`src/rtl/sas_pkg.sv`:
```
// Package: shared constants, types and helpers for the alignment score block.
package sas_pkg;

  localparam int unsigned QueryMaxDef   = 64;
  localparam int unsigned SubjectMaxDef = 65535;
  localparam int unsigned ScoreW        = 25;
  localparam int unsigned CfgW          = 8;
  localparam int unsigned RowW          = 7;
  localparam int unsigned ColW          = 16;
  localparam int unsigned CodeW         = 3;
  localparam int unsigned QidxW         = 6;
  localparam int unsigned CfgIdxW       = 3;

  typedef logic signed [ScoreW-1:0] score_t;

  typedef enum logic [CfgIdxW-1:0] {
    CfgMatch    = 3'd0,
    CfgMismatch = 3'd1,
    CfgGap      = 3'd2,
    CfgLocal    = 3'd3,
    CfgQlen     = 3'd4
  } cfg_idx_e;

  typedef enum logic {
    ReqQuery   = 1'b0,
    ReqSubject = 1'b1
  } req_e;

  typedef enum logic [1:0] {
    StIdle,
    StRun,
    StDrain,
    StOut
  } state_e;

  // Shared settings handed from the top level to every cell.
  typedef struct packed {
    logic signed [CfgW-1:0] match_score;
    logic signed [CfgW-1:0] mismatch_score;
    logic signed [CfgW-1:0] gap_penalty;
    logic                   local_mode;
  } cell_cfg_t;

  localparam logic signed [ScoreW+1:0] SatMin = -(27'sd16777216);
  localparam logic signed [ScoreW+1:0] SatMax = 27'sd16777215;

  // Clamp a 27-bit sum to the score range.
  function automatic score_t sat27(input logic signed [ScoreW+1:0] v);
    score_t r;
    if (v < SatMin) begin
      r = SatMin[ScoreW-1:0];
    end else if (v > SatMax) begin
      r = SatMax[ScoreW-1:0];
    end else begin
      r = v[ScoreW-1:0];
    end
    return r;
  endfunction

  function automatic score_t add_sat(input score_t a, input logic signed [CfgW-1:0] b);
    logic signed [ScoreW+1:0] s;
    s = (ScoreW+2)'(a) + (ScoreW+2)'(b);
    return sat27(s);
  endfunction

endpackage

```
`src/rtl/sas_cell.sv`:
```
// Cell: one query row of the score matrix, one subject column per step.
module sas_cell #(
  parameter int unsigned RowIdxW = 7,
  parameter int unsigned ColIdxW = 16
) (
  input  logic                         clk_i,
  input  logic                         rst_ni,
  input  sas_pkg::cell_cfg_t           cfg_i,
  input  logic [RowIdxW-1:0]           row_i,
  input  logic [RowIdxW-1:0]           rows_i,
  input  logic                         q_we_i,
  input  logic [sas_pkg::CodeW-1:0]    q_code_i,
  input  logic                         clear_i,
  // wavefront from the row above
  input  logic                         step_i,
  input  logic [sas_pkg::CodeW-1:0]    base_i,
  input  logic [ColIdxW-1:0]           col_i,
  input  logic                         first_i,
  input  sas_pkg::score_t              north_i,
  input  sas_pkg::score_t              diag_i,
  input  sas_pkg::score_t              west_edge_i,
  // wavefront to the row below
  output logic                         step_o,
  output logic [sas_pkg::CodeW-1:0]    base_o,
  output logic [ColIdxW-1:0]           col_o,
  output logic                         first_o,
  output sas_pkg::score_t              north_o,
  output sas_pkg::score_t              diag_o,
  output sas_pkg::score_t              west_edge_o,
  output sas_pkg::score_t              cur_o,
  output sas_pkg::score_t              best_o,
  output logic [ColIdxW-1:0]           best_col_o
);
  import sas_pkg::*;

  logic [CodeW-1:0]  qcode_q;
  score_t            col_q, col_d;
  score_t            best_q, best_d;
  logic [ColIdxW-1:0] bcol_q, bcol_d;
  logic              step_q;
  logic [CodeW-1:0]  base_q;
  logic [ColIdxW-1:0] colr_q;
  logic              first_q;
  score_t            diag_q, wedge_q;
  logic              active;

  score_t west, v, w, d, vmax;
  logic signed [CfgW-1:0] pair;

  always_comb begin
    // Rows past the query length in use keep their scores.
    active = (row_i <= rows_i);
    // On the first column the west value is this row's edge.
    west = first_i ? west_edge_i : col_q;
    pair = (qcode_q == base_i) ? cfg_i.match_score : cfg_i.mismatch_score;
    v = add_sat(north_i, cfg_i.gap_penalty);
    w = add_sat(west, cfg_i.gap_penalty);
    d = add_sat(diag_i, pair);
    vmax = v;
    if (w > vmax) vmax = w;
    if (d > vmax) vmax = d;
    if (cfg_i.local_mode && vmax < 0) vmax = '0;
    col_d  = vmax;
    best_d = best_q;
    bcol_d = bcol_q;
    // Columns reach this row in order, so strictly larger keeps the earliest.
    if (cfg_i.local_mode && vmax > best_q) begin
      best_d = vmax;
      bcol_d = col_i;
    end
  end

  always_ff @(posedge clk_i) begin
    if (q_we_i) qcode_q <= q_code_i;
  end

  always_ff @(posedge clk_i or negedge rst_ni) begin
    if (!rst_ni) begin
      step_q <= 1'b0;
      col_q  <= '0;
      best_q <= '0;
      bcol_q <= '0;
    end else if (clear_i) begin
      step_q <= 1'b0;
      col_q  <= '0;
      best_q <= '0;
      bcol_q <= '0;
    end else begin
      step_q <= step_i;
      if (step_i && active) begin
        col_q  <= col_d;
        best_q <= best_d;
        bcol_q <= bcol_d;
      end
    end
  end

  always_ff @(posedge clk_i) begin
    if (step_i) begin
      base_q  <= base_i;
      colr_q  <= col_i;
      first_q <= first_i;
      diag_q  <= west;
      wedge_q <= west_edge_i;
    end
  end

  assign step_o      = step_q;
  assign base_o      = base_q;
  assign col_o       = colr_q;
  assign first_o     = first_q;
  assign north_o     = col_q;
  assign diag_o      = diag_q;
  assign cur_o       = col_q;
  assign best_o      = best_q;
  assign best_col_o  = bcol_q;
  // next row's edge: this row's edge plus one gap step, zero in local mode
  assign west_edge_o = (first_q && !cfg_i.local_mode) ? add_sat(wedge_q, cfg_i.gap_penalty)
                                                       : '0;
endmodule

```
`config.mk`:
```
export PLATFORM = sky130hd
export DESIGN_NAME = sas_cell
export DESIGN_NICKNAME = d
export VERILOG_FILES = /design/src/rtl/sas_pkg.sv /design/src/rtl/sas_cell.sv
export SDC_FILE = /design/constraint.sdc
export NUM_CORES = 1
export LEC_CHECK = 0
export BUFFER_PORTS_ARGS = -buffer_cell sky130_fd_sc_hd__buf_2
export CAP_MARGIN = 20
export CORE_AREA = 2 2 218 241
export DETAILED_ROUTE_END_ITERATION = 10
export DIE_AREA = 0 0 220 243
export HOLD_SLACK_MARGIN = 0.12
export PLACE_DENSITY_LB_ADDON = 0.12
export SKIP_CTS_REPAIR_TIMING = 1
export SYNTH_ARGS = -nofsm -noshare
export SYNTH_HDL_FRONTEND = slang
export SYNTH_SLANG_ARGS = --single-unit
```
`constraint.sdc`:
```
create_clock -name clk_i -period 25.4 [get_ports clk_i]
set_input_delay 2.54 -clock clk_i [delete_from_list [all_inputs] [get_ports clk_i]]
set_output_delay 2.54 -clock clk_i [all_outputs]
set_load 0.01 [all_outputs]
```
# Word-level counts from Yosys, hierarchy flattened
# Cells that the tools add are included.
totals:
  mem_count: 0
  rom_bits: 0
  reg_bits: 140
  mem_bits_rw: 0
  word_cells: 59
  inputBits: 142
  latch_bits: 0
  out_inout_bits: 162
classes:
  n_reduce_logical: 8
  bitwise_logic: 0
  n_lt_le_gt_ge: 13
  n_div: 0
  mul: 0
  shift: 0
  muxes: 23
  addsub: 4
  n_eq_ne: 1
op_table:
  columns: ["op", "n"]
  rows:
  - ["25-bit two-way mux", 18]
  - ["25-bit by 8-bit adder with 26-bit output", 4]
  - ["26-bit by 25-bit greater-than comparator with 1-bit output, second input constant", 4]
  - ["26-bit by 25-bit < comparator with 1-bit output, second input constant", 4]
  - ["25-bit greater-than comparator", 3]
  - ["16-bit two-way mux", 3]
  - ["25-bit by 1-bit < comparator with 1-bit output, second input constant", 1]
  - ["8-bit two-way mux", 1]
  - ["7-bit <= comparator", 1]
  - ["1-bit logical AND", 4]
  - ["2-bit nonzero test", 2]
  - ["3-bit equality test", 1]
  - ["2-bit AND reduction", 1]
  - ["1-bit logical NOT", 1]
  - ["1-bit two-way mux", 1]

# Longest topological paths before layout
# Gate-level depths: netlist of the first run.
logic_depth:
  ltp_word: 17
  depth_mapped: 50
  mapped_depth_nobuf: 42

# Worst setup path after synthesis of the first run
# Ideal clock, no wire load.
synth_timing:
  path_kind: "in2reg"
  from: "in first_i"
  to: "reg bcol_q[0], in the netlist best_col_o[0]"
  setup_time_ns: 0.067
  required_ns: 25.333
  path_slack_ns: 13.023
  arrival_time_ns: 12.310
  path_stages: 44
  path_buffers: 10
  cell_sequence: "clkbuf_1 clkbuf_1 mux2_2 ha_1 clkbuf_1 nand4_1 a211oi_1 o2bb2ai_1 a21oi_1 o211a_2 maj3_1 ha_1 or4_1 a221oi_1 o31ai_1 a31oi_1 o21a_1 buf_2 [... 8 more ...] o41ai_1 a31oi_1 o311ai_0 o211a_1 buf_2 buf_2 nor2_1 ha_1 a2111oi_0 o31ai_1 a31oi_1 nor3b_1 or4_1 o2111ai_1 nor2_1 nor2_1 clkbuf_1 a22o_1"
synth_between:
  elab_chain_cells: 16
  elab_cells_between_ends: 17
  classes_between: "add/sub (1); order compare (6); mux (6); reduce/logical (4)"
synth_rtl:
  columns: ["element", "line", "source"]
  rows:
  - ["start, declared", "sas_cell.sv:18", "input logic first_i,"]
  - ["25-bit two-way mux *", "sas_cell.sv:54", "west = first_i ? west_edge_i : col_q;"]
  - ["named net west[16]", "sas_cell.sv:47", "score_t west, v, w, d, vmax;"]
  - ["25-bit by 8-bit adder with 26-bit output *", "sas_pkg.sv:62", "s = (ScoreW+2)'(a) + (ScoreW+2)'(b);"]
  - ["26-bit by 25-bit greater-than comparator with 1-bit output", "sas_pkg.sv:52", "end else if (v > SatMax) begin"]
  - ["25-bit two-way mux", "sas_pkg.sv:52", null]
  - ["25-bit two-way mux *", "sas_pkg.sv:50", "if (v < SatMin) begin"]
  - ["25-bit greater-than comparator", "sas_cell.sv:60", "if (w > vmax) vmax = w;"]
  - ["25-bit two-way mux *", "sas_cell.sv:60", null]
  - ["25-bit greater-than comparator", "sas_cell.sv:61", "if (d > vmax) vmax = d;"]
  - ["25-bit two-way mux *", "sas_cell.sv:61", null]
  - ["25-bit by 1-bit < comparator with 1-bit output", "sas_cell.sv:62", "if (cfg_i.local_mode && vmax < 0) vmax = '0;"]
  - ["1-bit logical AND", "sas_cell.sv:62", null]
  - ["25-bit two-way mux *", "sas_cell.sv:62", null]
  - ["25-bit greater-than comparator *", "sas_cell.sv:67", "if (cfg_i.local_mode && vmax > best_q) begin"]
  - ["1-bit logical AND *", "sas_cell.sv:67", null]
  - ["2-bit nonzero test (no source line) *", null, null]
  - ["2-bit AND reduction (no source line) *", null, null]
  - ["end signal, assigned", "sas_cell.sv:93", "bcol_q <= bcol_d;"]
  - ["end, declared", "sas_cell.sv:39", "logic [ColIdxW-1:0] bcol_q, bcol_d;"]
# Mark *: on every way through the listed nets, which the timed path passes. The rest lies on a longest branch.
# A chain may end at the register's enable or synchronous reset.

# Worst setup path in the final report of the first run
layout_timing:
  from: "in cfg_i[8] in the netlist's numbering"
  to: "reg best_q[9], in the netlist best_o[9]"
layout_between:
  elab_chain_cells: 15
  elab_cells_between_ends: 24
  classes_between: "add/sub (2); order compare (8); mux (10); reduce/logical (4)"
layout_rtl:
  columns: ["element", "line", "source"]
  rows:
  - ["start, declared", "sas_cell.sv:8", "input sas_pkg::cell_cfg_t cfg_i,"]
  - ["25-bit by 8-bit adder with 26-bit output", "sas_pkg.sv:62", null]
  - ["26-bit by 25-bit greater-than comparator with 1-bit output", "sas_pkg.sv:52", null]
  - ["25-bit two-way mux", "sas_pkg.sv:52", null]
  - ["25-bit two-way mux", "sas_pkg.sv:50", null]
  - ["25-bit greater-than comparator", "sas_cell.sv:60", null]
  - ["25-bit two-way mux *", "sas_cell.sv:60", null]
  - ["25-bit greater-than comparator", "sas_cell.sv:61", null]
  - ["25-bit two-way mux *", "sas_cell.sv:61", null]
  - ["25-bit by 1-bit < comparator with 1-bit output", "sas_cell.sv:62", null]
  - ["1-bit logical AND", "sas_cell.sv:62", null]
  - ["25-bit two-way mux *", "sas_cell.sv:62", null]
  - ["25-bit greater-than comparator", "sas_cell.sv:67", null]
  - ["1-bit logical AND", "sas_cell.sv:67", null]
  - ["2-bit nonzero test (no source line)", null, null]
  - ["2-bit AND reduction (no source line)", null, null]
  - ["end signal, assigned", "sas_cell.sv:92", "best_q <= best_d;"]
  - ["end, declared", "sas_cell.sv:38", "score_t best_q, best_d;"]
# Mark *: on every way between the ends. The rest lies on a longest branch, timed or not. The select of a mux whose other input is x is not followed.

==> flow_metrics.env, run 1 <==
export IMPL_outcome="finished clean"
export IMPL_cts_root_buffer="clkbuf_16"
export IMPL_layout_drive_gt1_share_pct=22.5
export IMPL_viasPerCell=5.18
export IMPL_nNetsFinal=2214
export IMPL_slowest_delay_ps=780
export IMPL_grt_use_total_pct=19.1
export IMPL_ys_seq_area_share_pct=27.3
export IMPL_critPathMostFrequentCell="buf_4"
export IMPL_synth_distinct_cells=92
export IMPL_p_leak_nw=7.78
export IMPL_grt_max_degree=68
export IMPL_arrival_ps=14330
export IMPL_finish_instance_area_sq_um=16700
export IMPL_io_pins=304
export IMPL_dpl_hpwl_mm=42.8
export IMPL_hold_violations=0
export IMPL_cts_sinks=140
export IMPL_end_kind="register"
export IMPL_finalWirelength_mm=51.6
export IMPL_fin_crit_ps=13990
export IMPL_die_h_um=243
export IMPL_grt_overflow=0
export IMPL_drtPass1Iterations=6
export IMPL_fin_tns_setup_ps=0
export IMPL_maxSlewHeadroom_pct=32.6
export IMPL_syn_instance_count=1630
export IMPL_clk_pin_slew_ps=60
export IMPL_yosys_area_top_type="ha_1"
export IMPL_synth_edff_count=73
export IMPL_grt_pass1_vias=13100
export IMPL_timing_fmax_ghz=0.0715
export IMPL_start_kind="primary input"
export IMPL_critPathTopFamily="compound AO/OA/AOI/OAI gates"
export IMPL_synth_top_area_share_pct=16.1
export IMPL_critical_path_slowest_cell="nor3_4"
export IMPL_regArea_sq_um=3870
export IMPL_tritoncts="done"
export IMPL_dieArea_sq_um=53500
export IMPL_final_max_slew_viol_count=0
export IMPL_vias=13300
export IMPL_critPathMaxFanout=54
export IMPL_route_detailed_drc=0
export IMPL_hp_class="register to register"
export IMPL_crit_type="primary input to register"
export IMPL_avgSynthCellArea_sq_um=8.68
export IMPL_holdWs_ps=501
export IMPL_crit_required_ps=25740
export IMPL_rsz0062_at_grt="false"
export IMPL_grt_first_pass_wirelength_mm=77.8
export IMPL_vdd_drop_max_uv=59.8
export IMPL_area_delta_synth_final_pct=18.2
export IMPL_wire_per_inst_um=20.1
export IMPL_core_area_sq_um=50900
export IMPL_skew_ps=13.2
export IMPL_finalCritPeriodShare_pct=55.1
export IMPL_setup_viol=0
export IMPL_final_common_cell="buf_2"
export IMPL_fp_dieW_um=220
export IMPL_ant_nets=0
export IMPL_drt_iter0_drc=779
export IMPL_htree_levels=4
export IMPL_yosys_top_cells_area="ha_1 16%, edfxtp_1 15%, dfrtp_1 12%"
export IMPL_initial_core_util_pct=27.8
export IMPL_port_buffers=303
export IMPL_cts_buffers=17
export IMPL_postSynth_asyncResetShare_pct=47.9
export IMPL_clk_insertion_delay_late_ps=440
export IMPL_layout_common_cells="301 x buf_2, 182 x ha_1, 157 x a21oi_1"
export IMPL_rows=87
export IMPL_yosys_warnings=0
export IMPL_place_congestion=0.901
export IMPL_cp_num_buf_inv=7
export IMPL_fillCellCount=5370
export IMPL_syn_nets=1958
export IMPL_tightest_slew_ps=1010
export IMPL_synth_flop_cell="edfxtp_1"
export IMPL_multi_input_area_sq_um=9480
export IMPL_yosys_register_bits=140
export IMPL_dpl_cell_area_sq_um=16200
export IMPL_clockBufferDepth=2
export IMPL_antenna_found_initial=0
export IMPL_power_density_nw_per_um2=128
export IMPL_power_mw=2.14
export IMPL_max_cap_violations=0
export IMPL_syn_area_sq_um=14200
==> path summary, 6_finish.rpt <==
path / start / to / slack [ps] / cells after the start
min: best_col_o[9] / best_col_o[9] / 500 / 1
min in group asynchronous: rst_ni / cur_o[20] / 2240 / 1
max reg2reg: cur_o[20] / best_o[9] / 13760 / 41
max: cfg_i[8] / best_o[9] / 11410 / 42
max in group asynchronous: rst_ni / best_o[0] / 22560 / 1
min reg2reg: best_col_o[9] / best_col_o[9] / 500 / 1
==> power by group <==
group	switching (mW)	total [mW]	internal, mW
Combinational	0.966	1.54	0.575
Sequential	0.0640	0.362	0.297
Clock	0.104	0.239	0.134
==> kinds of logic after synthesis <==
group | Yosys count | share of synthesized area, %
AOI/OAI and AO/OA | 562 | 26.3
muxes | 55 | 4.30
DFF | 140 | 27.3
buffers and inverters | 179 | 5.74
adders and majority gates | 194 | 17.2
xor gates and xnor gates | 81 | 5.01
and+or+nand+nor | 419 | 14.1
==> cell usage after synthesis (5+ instances only) <==
master and instances:
a2111oi_0 5, a211o_1 7, a211oi_1 20, a21boi_0 9
a21o_1 40, a21oi_1 158, a22o_1 27, a31oi_1 22
and2_1 10, and3_1 12, buf_2 17, buf_4 27
clkbuf_1 31, dfrtp_1 67, edfxtp_1 73, ha_1 182
inv_1 100, maj3_1 8, mux2_2 38, mux2i_1 15
nand2_1 152, nand2b_1 17, nand3_1 30, nand4_1 21
nor2_1 104, nor2b_1 13, nor3_1 21, nor4_1 7
o211a_1 5, o211ai_1 18, o21a_1 22, o21ai_0 104
o21ai_1 18, o21bai_1 6, o221ai_1 16, o22ai_1 12
o31ai_1 9, or2_2 6, xnor2_1 43, xor2_1 38
==> metal layers <==
| layer | track usage (%) | part of all wire, % |
|---|---|---|
| met5 | 0 | 0 |
| met1 | 24.7 | 45 |
| met2 | 32.2 | 48 |
| met4 | 6.10 | 2.4 |
| met3 | 3.12 | 5.1 |
==> flip-flops by register name, indices dropped and copies added, names as in the netlist <==
register / count
best_o: 25
cur_o: 25
diag_o: 25
wedge_q: 25
best_col_o: 16
col_o: 16
base_o: 3
qcode_q: 3
first_o: 1
step_o: 1
==> stage by stage <==
step / utilization [%] / setup slack [ps] / std cells
final: 32.8 / 11410 / 2567
after global routing: 32.8 / 10440 / 2566
after CTS: 32.8 / 11390 / 2565
after detailed placement: 31.7 / 10910 / 2533
after global placement: 31.7 / 10900 / 2533
after floorplan: - / 13020 / 1630
==> area by class of cell <==
cell class | count | area share, %
Multi-Input combinational cell | 1311 | 56.7
Sequential cell | 140 | 23.1
Timing Repair Buffer | 315 | 9.63
Tap cell | 667 | 4.99
Clock buffer | 21 | 2.82
Inverter | 101 | 2.28
Clock inverter | 11 | 0.479
Antenna cell | 1 | 0.0150
No activity file was read; power rests on OpenSTA's default activity.
==> inputs of run 2 (changes only) <==
--- a/config.mk
+++ b/config.mk
@@ -5,11 +5,12 @@
 export SDC_FILE = /design/constraint.sdc
 export NUM_CORES = 1
 export LEC_CHECK = 0
+export ABC_AREA = 1
 export BUFFER_PORTS_ARGS = -buffer_cell sky130_fd_sc_hd__buf_2
 export CAP_MARGIN = 20
-export CORE_AREA = 2 2 218 241
+export CORE_AREA = 2 2 230 255
 export DETAILED_ROUTE_END_ITERATION = 10
-export DIE_AREA = 0 0 220 243
+export DIE_AREA = 0 0 232 257
 export HOLD_SLACK_MARGIN = 0.12
 export PLACE_DENSITY_LB_ADDON = 0.12
 export SKIP_CTS_REPAIR_TIMING = 1
==> constraint.sdc (replaced) <==
create_clock -name clk_i -period 14.4 [get_ports clk_i]
set_input_delay 1.44 -clock clk_i [delete_from_list [all_inputs] [get_ports clk_i]]
set_output_delay 1.44 -clock clk_i [all_outputs]
set_load 0.01 [all_outputs]
==> run 2 against run 1 <==
Net effect:
- wire length up 15%
- clock-buffer cell count down 4
- critical path depth up 17
- clock power up 83%
- register-to-register slack worse by 10000 ps
- worst hold slack worse by 36 ps
- synthesized cell count up 41%
- via count up 18%
- final cell count up 29%
- synthesized area up 12%
- critical path type unchanged
==> flow_metrics.env, run 2 <==
export IMPL_final_max_slew_viol_count=0
export IMPL_yosys_top_cells_area="nand2_1 18%, ha_1 14%, edfxtp_1 14%"
export IMPL_timing_fmax_ghz=0.0851
export IMPL_worst_r2r_cell_count=58
export IMPL_power_mw=3.91
export IMPL_crit_required_ps=14780
export IMPL_dpl_hpwl_mm=50.0
export IMPL_rows=92
export IMPL_ant_nets=0
export IMPL_holdWs_ps=465
export IMPL_avgSynthCellArea_sq_um=6.86
export IMPL_htree_levels=4
export IMPL_syn_nets=2632
export IMPL_setup_ws_ps=2640
export IMPL_dpl_cell_area_sq_um=17700
export IMPL_place_inst=3282
export IMPL_vias=15800
export IMPL_p_seq_share_pct=14.6
export IMPL_area_delta_synth_final_pct=16.0
export IMPL_post_place_ws_ps=2150
export IMPL_synth_distinct_cells=54
export IMPL_fillCellCount=6370
export IMPL_cp_num_buf_inv=13
export IMPL_tritoncts="done"
export IMPL_viasPerCell=4.75
export IMPL_finish_instance_area_sq_um=18300
export IMPL_rsz0062_at_grt="false"
export IMPL_p_sw_mw=2.25
export IMPL_synthTopCellsByCount="740 x nand2_1, 266 x inv_1, 188 x a21oi_1"
export IMPL_postSynth_asyncResetShare_pct=47.9
export IMPL_rrSetupSlack_ps=3750
export IMPL_fin_tns_setup_ps=0
export IMPL_cts_root_buffer="clkbuf_16"
export IMPL_utilization_pct=32.2
export IMPL_cts_buffers=17
export IMPL_clockBufferDepth=2
export IMPL_drtPass1Iterations=7
export IMPL_slowest_delay_ps=530
export IMPL_vdd_drop_max_uv=141
export IMPL_skew_ps=12.6
export IMPL_drt_iter0_drc=1033
export IMPL_grt_first_pass_wirelength_mm=91.2
export IMPL_critPathTopFamily="simple AND/OR/NAND/NOR gates"
export IMPL_min_to="best_col_o[9]"
export IMPL_synth_flop_cell="edfxtp_1"
export IMPL_grt_overflow=0
export IMPL_dieArea_sq_um=59600
export IMPL_antenna_found_initial=2
export IMPL_layout_common_cells="740 x nand2_1, 301 x buf_2, 266 x inv_1"
export IMPL_critPathMostFrequentCell="nand2_1"
export IMPL_worstHoldPathCells=2
export IMPL_nNetsFinal=2878
export IMPL_port_buffers=303
export IMPL_yosys_area_top_type="nand2_1"
export IMPL_r2r_start="cur_o[0]"
export IMPL_p_leak_nw=9.89
export IMPL_fp_dieW_um=232
export IMPL_setup_viol=0
export IMPL_worstHoldStart="best_col_o[9]"
export IMPL_wire_per_inst_um=17.8
export IMPL_swShare_pct=57.6
export IMPL_fin_crit_ps=11760
export IMPL_start_kind="primary input"
export IMPL_critical_path_slowest_cell="inv_1"
export IMPL_outcome="finished clean"
export IMPL_clk_pin_slew_ps=70
export IMPL_ys_seq_area_share_pct=24.5
export IMPL_tightest_slew_ps=1010
export IMPL_syn_area_sq_um=15800
export IMPL_grt_max_degree=68
export IMPL_arrival_ps=12140
export IMPL_clk_insertion_delay_late_ps=440
export IMPL_yosys_register_bits=140
export IMPL_p_comb_share_pct=74.2
export IMPL_r2r_end="best_col_o[8]"
export IMPL_power_frac_clock_pct=11.2
export IMPL_grt_use_total_pct=19.7
export IMPL_finalCritPeriodShare_pct=81.6
export IMPL_die_h_um=257
export IMPL_core_area_sq_um=57000
export IMPL_instances_no_fill=3315
export IMPL_cts_sinks=140
export IMPL_max_cap_violations=0
export IMPL_final_common_cell="nand2_1"
export IMPL_synth_top_area_share_pct=17.6
export IMPL_yosysMostFrequentCell="nand2_1"
export IMPL_yosys_warnings=0
export IMPL_p_int_mw=1.66
export IMPL_power_density_nw_per_um2=213
export IMPL_critPathMaxFanout=50
export IMPL_initial_core_util_pct=27.7
export IMPL_layout_drive_gt1_share_pct=17.5
export IMPL_hold_violations=0
export IMPL_maxSlewHeadroom_pct=32.6
export IMPL_end_kind="register"
export IMPL_grt_pass1_vias=15700
export IMPL_io_pins=304
export IMPL_synth_edff_count=73
export IMPL_route_detailed_drc=0
export IMPL_place_congestion=0.919
export IMPL_crit_type="primary input to register"
export IMPL_diodes=0
export IMPL_hp_class="register to register"
export IMPL_syn_instance_count=2304
export IMPL_finalWirelength_mm=59.1
## run 2: changes by cell type in the layout (fill, tap and decap cells not counted), sizes merged, moves of 33 or more
cell | before | now
nand3 | 31 | 156
nand4 | 22 | 87
o21ai | 125 | 57
inv | 107 | 282
nor2 | 106 | 153
a21o | 40 | 7
nand2 | 154 | 778
## run 2: how the worst max path moves through the flow
| stage | depth (start not counted) | to | slack [ps] | start |
|---|---|---|---|---|
| final | 59 | best_col_o[8] | 2640 | first_i |
| after global placement | 56 | best_col_o[7] | 2320 | first_i |
| after global routing | 56 | best_o[15] | 1390 | first_i |
| after floorplan | 54 | best_col_o[10] | 5410 | first_i |
| after CTS | 54 | best_col_o[4] | 2600 | first_i |
| after detailed placement | 54 | best_col_o[3] | 2150 | first_i |
## run 2: cells by family (layout without fill, tap and decap cells)
family	Yosys count	after routing	synth area share, %
compound gates	303	303	10.6
simple gates	1212	1212	33.6
fa+ha+maj	186	186	14.9
buf+inv	358	617	10.1
xor+xnor	75	75	4.16
flops	140	140	24.5
mux	30	30	2.14
## run 2: power by group through the flow
stage	registers (mW)	clock network, mW	logic, mW
global route	0.581	0.466	3.28
CTS	0.573	0.451	2.92
global placement	0.580	0	2.89
floorplan	0.574	0	2.02
detailed placement	0.581	0	2.90
finish	0.570	0.438	2.90
## run 2: cell type report
class | count | area [sq um] | share of cell area [%]
multi-input cells | 1806 | 10300 | 56.4
flip-flops and latches | 140 | 3870 | 21.1
repair buffers | 310 | 1570 | 8.59
inverters | 275 | 1030 | 5.63
well taps | 752 | 941 | 5.13
clock buffers | 17 | 425 | 2.32
clock inverters | 15 | 153 | 0.833
## run 2: worst reg2reg max path, delay by kind of cell (launching register included)
| family | cells | cell delay [ps] |
|---|---|---|
| AO/OA/AOI/OAI | 4 | 460 |
| adder cells (fa/ha/maj) | 5 | 1540 |
| buffers and inverters | 12 | 3140 |
| flip-flops | 1 | 490 |
| multiplexers | 1 | 250 |
| AND/OR/NAND/NOR | 36 | 4750 |
## run 2: layer usage
metal  up-vias  global-route usage [%]  wire [um]  share of wire, %
met3        47                    2.60       2350               4.0
met2       384                    34.7      28900                49
met5         -                       0         25             0.042
li1       8103                       -          -                 -
met1      7223                    25.7      26900                46
met4         4                    3.88        887               1.5
==> inputs of run 3 (changes only) <==
==> constraint.sdc (replaced) <==
create_clock -name clk_i -period 10.7 [get_ports clk_i]
set_input_delay 1.07 -clock clk_i [delete_from_list [all_inputs] [get_ports clk_i]]
set_output_delay 1.07 -clock clk_i [all_outputs]
set_load 0.01 [all_outputs]
==> run 3 against run 2 <==
Net effect:
- via count grew 0.22%
- wire length shrank 0.40%
- critical path type unchanged
- largest cell class unchanged
- die area is the same
- final cell count grew 0.24%
- clock power grew 26%
- register-to-register slack lost 1900 ps
- non-clock buffer count grew 8
- sequential cell count is the same
- global-route usage is essentially flat
- highest routed layer is now met4
- critical path depth shrank 2
- combinational power grew 36%
==> flow_metrics.env, run 3 (synthesis gave the netlist of run 2 again) <==
export IMPL_outcome="finished clean"
export IMPL_end_kind="register"
export IMPL_r2r_start="cur_o[0]"
export IMPL_cts_root_buffer="clkbuf_16"
export IMPL_clk_insertion_delay_late_ps=440
export IMPL_p_sw_mw=3.04
export IMPL_cts_sinks=140
export IMPL_endpoint="best_o[15]"
export IMPL_grt_pass1_vias=15800
export IMPL_rrSetupSlack_ps=1860
export IMPL_area_delta_synth_final_pct=16.1
export IMPL_fin_crit_ps=9570
export IMPL_finalWirelength_mm=58.9
export IMPL_worstHoldStart="best_col_o[6]"
export IMPL_initial_core_util_pct=27.7
export IMPL_slowest_delay_ps=510
export IMPL_nNetsFinal=2886
export IMPL_io_pins=304
export IMPL_fin_tns_setup_ps=0
export IMPL_post_place_ws_ps=761
export IMPL_p_int_mw=2.23
export IMPL_swShare_pct=57.7
export IMPL_final_common_cell="nand2_1"
export IMPL_drt_iter0_drc=808
export IMPL_route_detailed_drc=0
export IMPL_arrival_ps=9940
export IMPL_cts_buffers=17
export IMPL_hp_class="register to register"
export IMPL_critical_path_slowest_cell="buf_2"
export IMPL_worst_r2r_cell_count=56
export IMPL_tritoncts="done"
export IMPL_vdd_drop_max_uv=224
export IMPL_diodes=0
export IMPL_clockBufferDepth=2
export IMPL_drtPass1Iterations=5
export IMPL_port_buffers=303
export IMPL_finalCritPeriodShare_pct=89.4
export IMPL_fp_dieW_um=232
export IMPL_layout_common_cells="740 x nand2_1, 301 x buf_2, 266 x inv_1"
export IMPL_power_density_nw_per_um2=287
export IMPL_crit_type="primary input to register"
export IMPL_setup_ws_ps=1130
export IMPL_rows=92
export IMPL_crit_required_ps=11070
export IMPL_hold_violations=0
export IMPL_timing_fmax_ghz=0.105
export IMPL_max_cap_violations=0
export IMPL_utilization_pct=32.2
export IMPL_vias=15800
export IMPL_grt_overflow=0
export IMPL_antenna_found_initial=0
export IMPL_die_h_um=257
export IMPL_rsz0062_at_grt="false"
export IMPL_viasPerCell=4.75
export IMPL_clk_pin_slew_ps=60
export IMPL_setup_viol=0
export IMPL_grt_use_total_pct=19.7
export IMPL_power_mw=5.27
export IMPL_final_max_slew_viol_count=0
export IMPL_core_area_sq_um=57000
export IMPL_grt_first_pass_wirelength_mm=91.8
export IMPL_dieArea_sq_um=59600
export IMPL_htree_levels=4
export IMPL_maxSlewHeadroom_pct=32.3
export IMPL_tightest_slew_ps=1020
export IMPL_start_kind="primary input"
export IMPL_layout_drive_gt1_share_pct=17.7
export IMPL_p_seq_share_pct=14.6
export IMPL_p_comb_share_pct=74.9
export IMPL_wire_per_inst_um=17.7
export IMPL_place_congestion=0.934
export IMPL_grt_max_degree=68
export IMPL_r2r_end="best_o[15]"
export IMPL_skew_ps=17.1
export IMPL_ant_nets=0
export IMPL_dpl_hpwl_mm=50.0
export IMPL_critPathLaunch="first_i"
export IMPL_power_frac_clock_pct=10.5
export IMPL_critPathMaxFanout=28
export IMPL_p_leak_nw=9.91
export IMPL_critPathMostFrequentCell="nand2_1"
[run 3: layer usage]
metal / wire, um / vias up / GRT usage [%]
li1: - / 8126 / -
met1: 27100 / 7279 / 25.9
met2: 28600 / 348 / 34.3
met3: 2230 / 43 / 2.90
met4: 852 / 0 / 3.47
met5: 0 / - / 0
[run 3: final cells by class]
| cell class | count | area, sq um |
|---|---|---|
| inverter | 275 | 1030 |
| tap | 752 | 941 |
| clock inverter | 15 | 118 |
| clock buffer | 17 | 425 |
| sequential | 140 | 3870 |
| timing repair buffer | 318 | 1630 |
| fill | 6270 | 38600 |
| multi-input combinational | 1806 | 10300 |
[run 3: power by group through the flow]
stage          Combinational [mW]  Sequential, mW  Clock, mW
3_3_place_gp                 3.92           0.779          0
5_1_grt                      4.47           0.782      0.594
4_1_cts                      3.95           0.771      0.570
2_1_floorplan                2.71           0.773          0
6_report                     3.94           0.768      0.554
3_5_place_dp                 3.93           0.780          0
[run 3: worst min path at each step]
stage | to | slack, ps | cells past startpoint
floorplan | best_col_o[0] | 510 | 2
global placement | best_col_o[6] | 450 | 2
detailed placement | best_col_o[4] | 460 | 2
CTS | best_col_o[4] | 470 | 2
global route | best_col_o[6] | 500 | 2
finish | best_col_o[6] | 470 | 2
[run 3: worst max-delay path, delay by kind of cell]
family	cells	cell delay [ps]
buf+inv	10	2210
mux	1	320
simple gates	35	3790
compound gates	6	1000
fa+ha+maj	5	1490
[run 3: metrics by stage]
| step | area, sq um | hold slack [ps] | cells |
|---|---|---|---|
| 2_1_floorplan | 15800 | 509 | 2304 |
| 3_3_place_gp | 17800 | 452 | 3291 |
| 3_5_place_dp | 17800 | 458 | 3291 |
| 4_1_cts | 18400 | 474 | 3323 |
| 5_1_grt | 18400 | 495 | 3323 |
| 6_report | 18400 | 470 | 3323 |
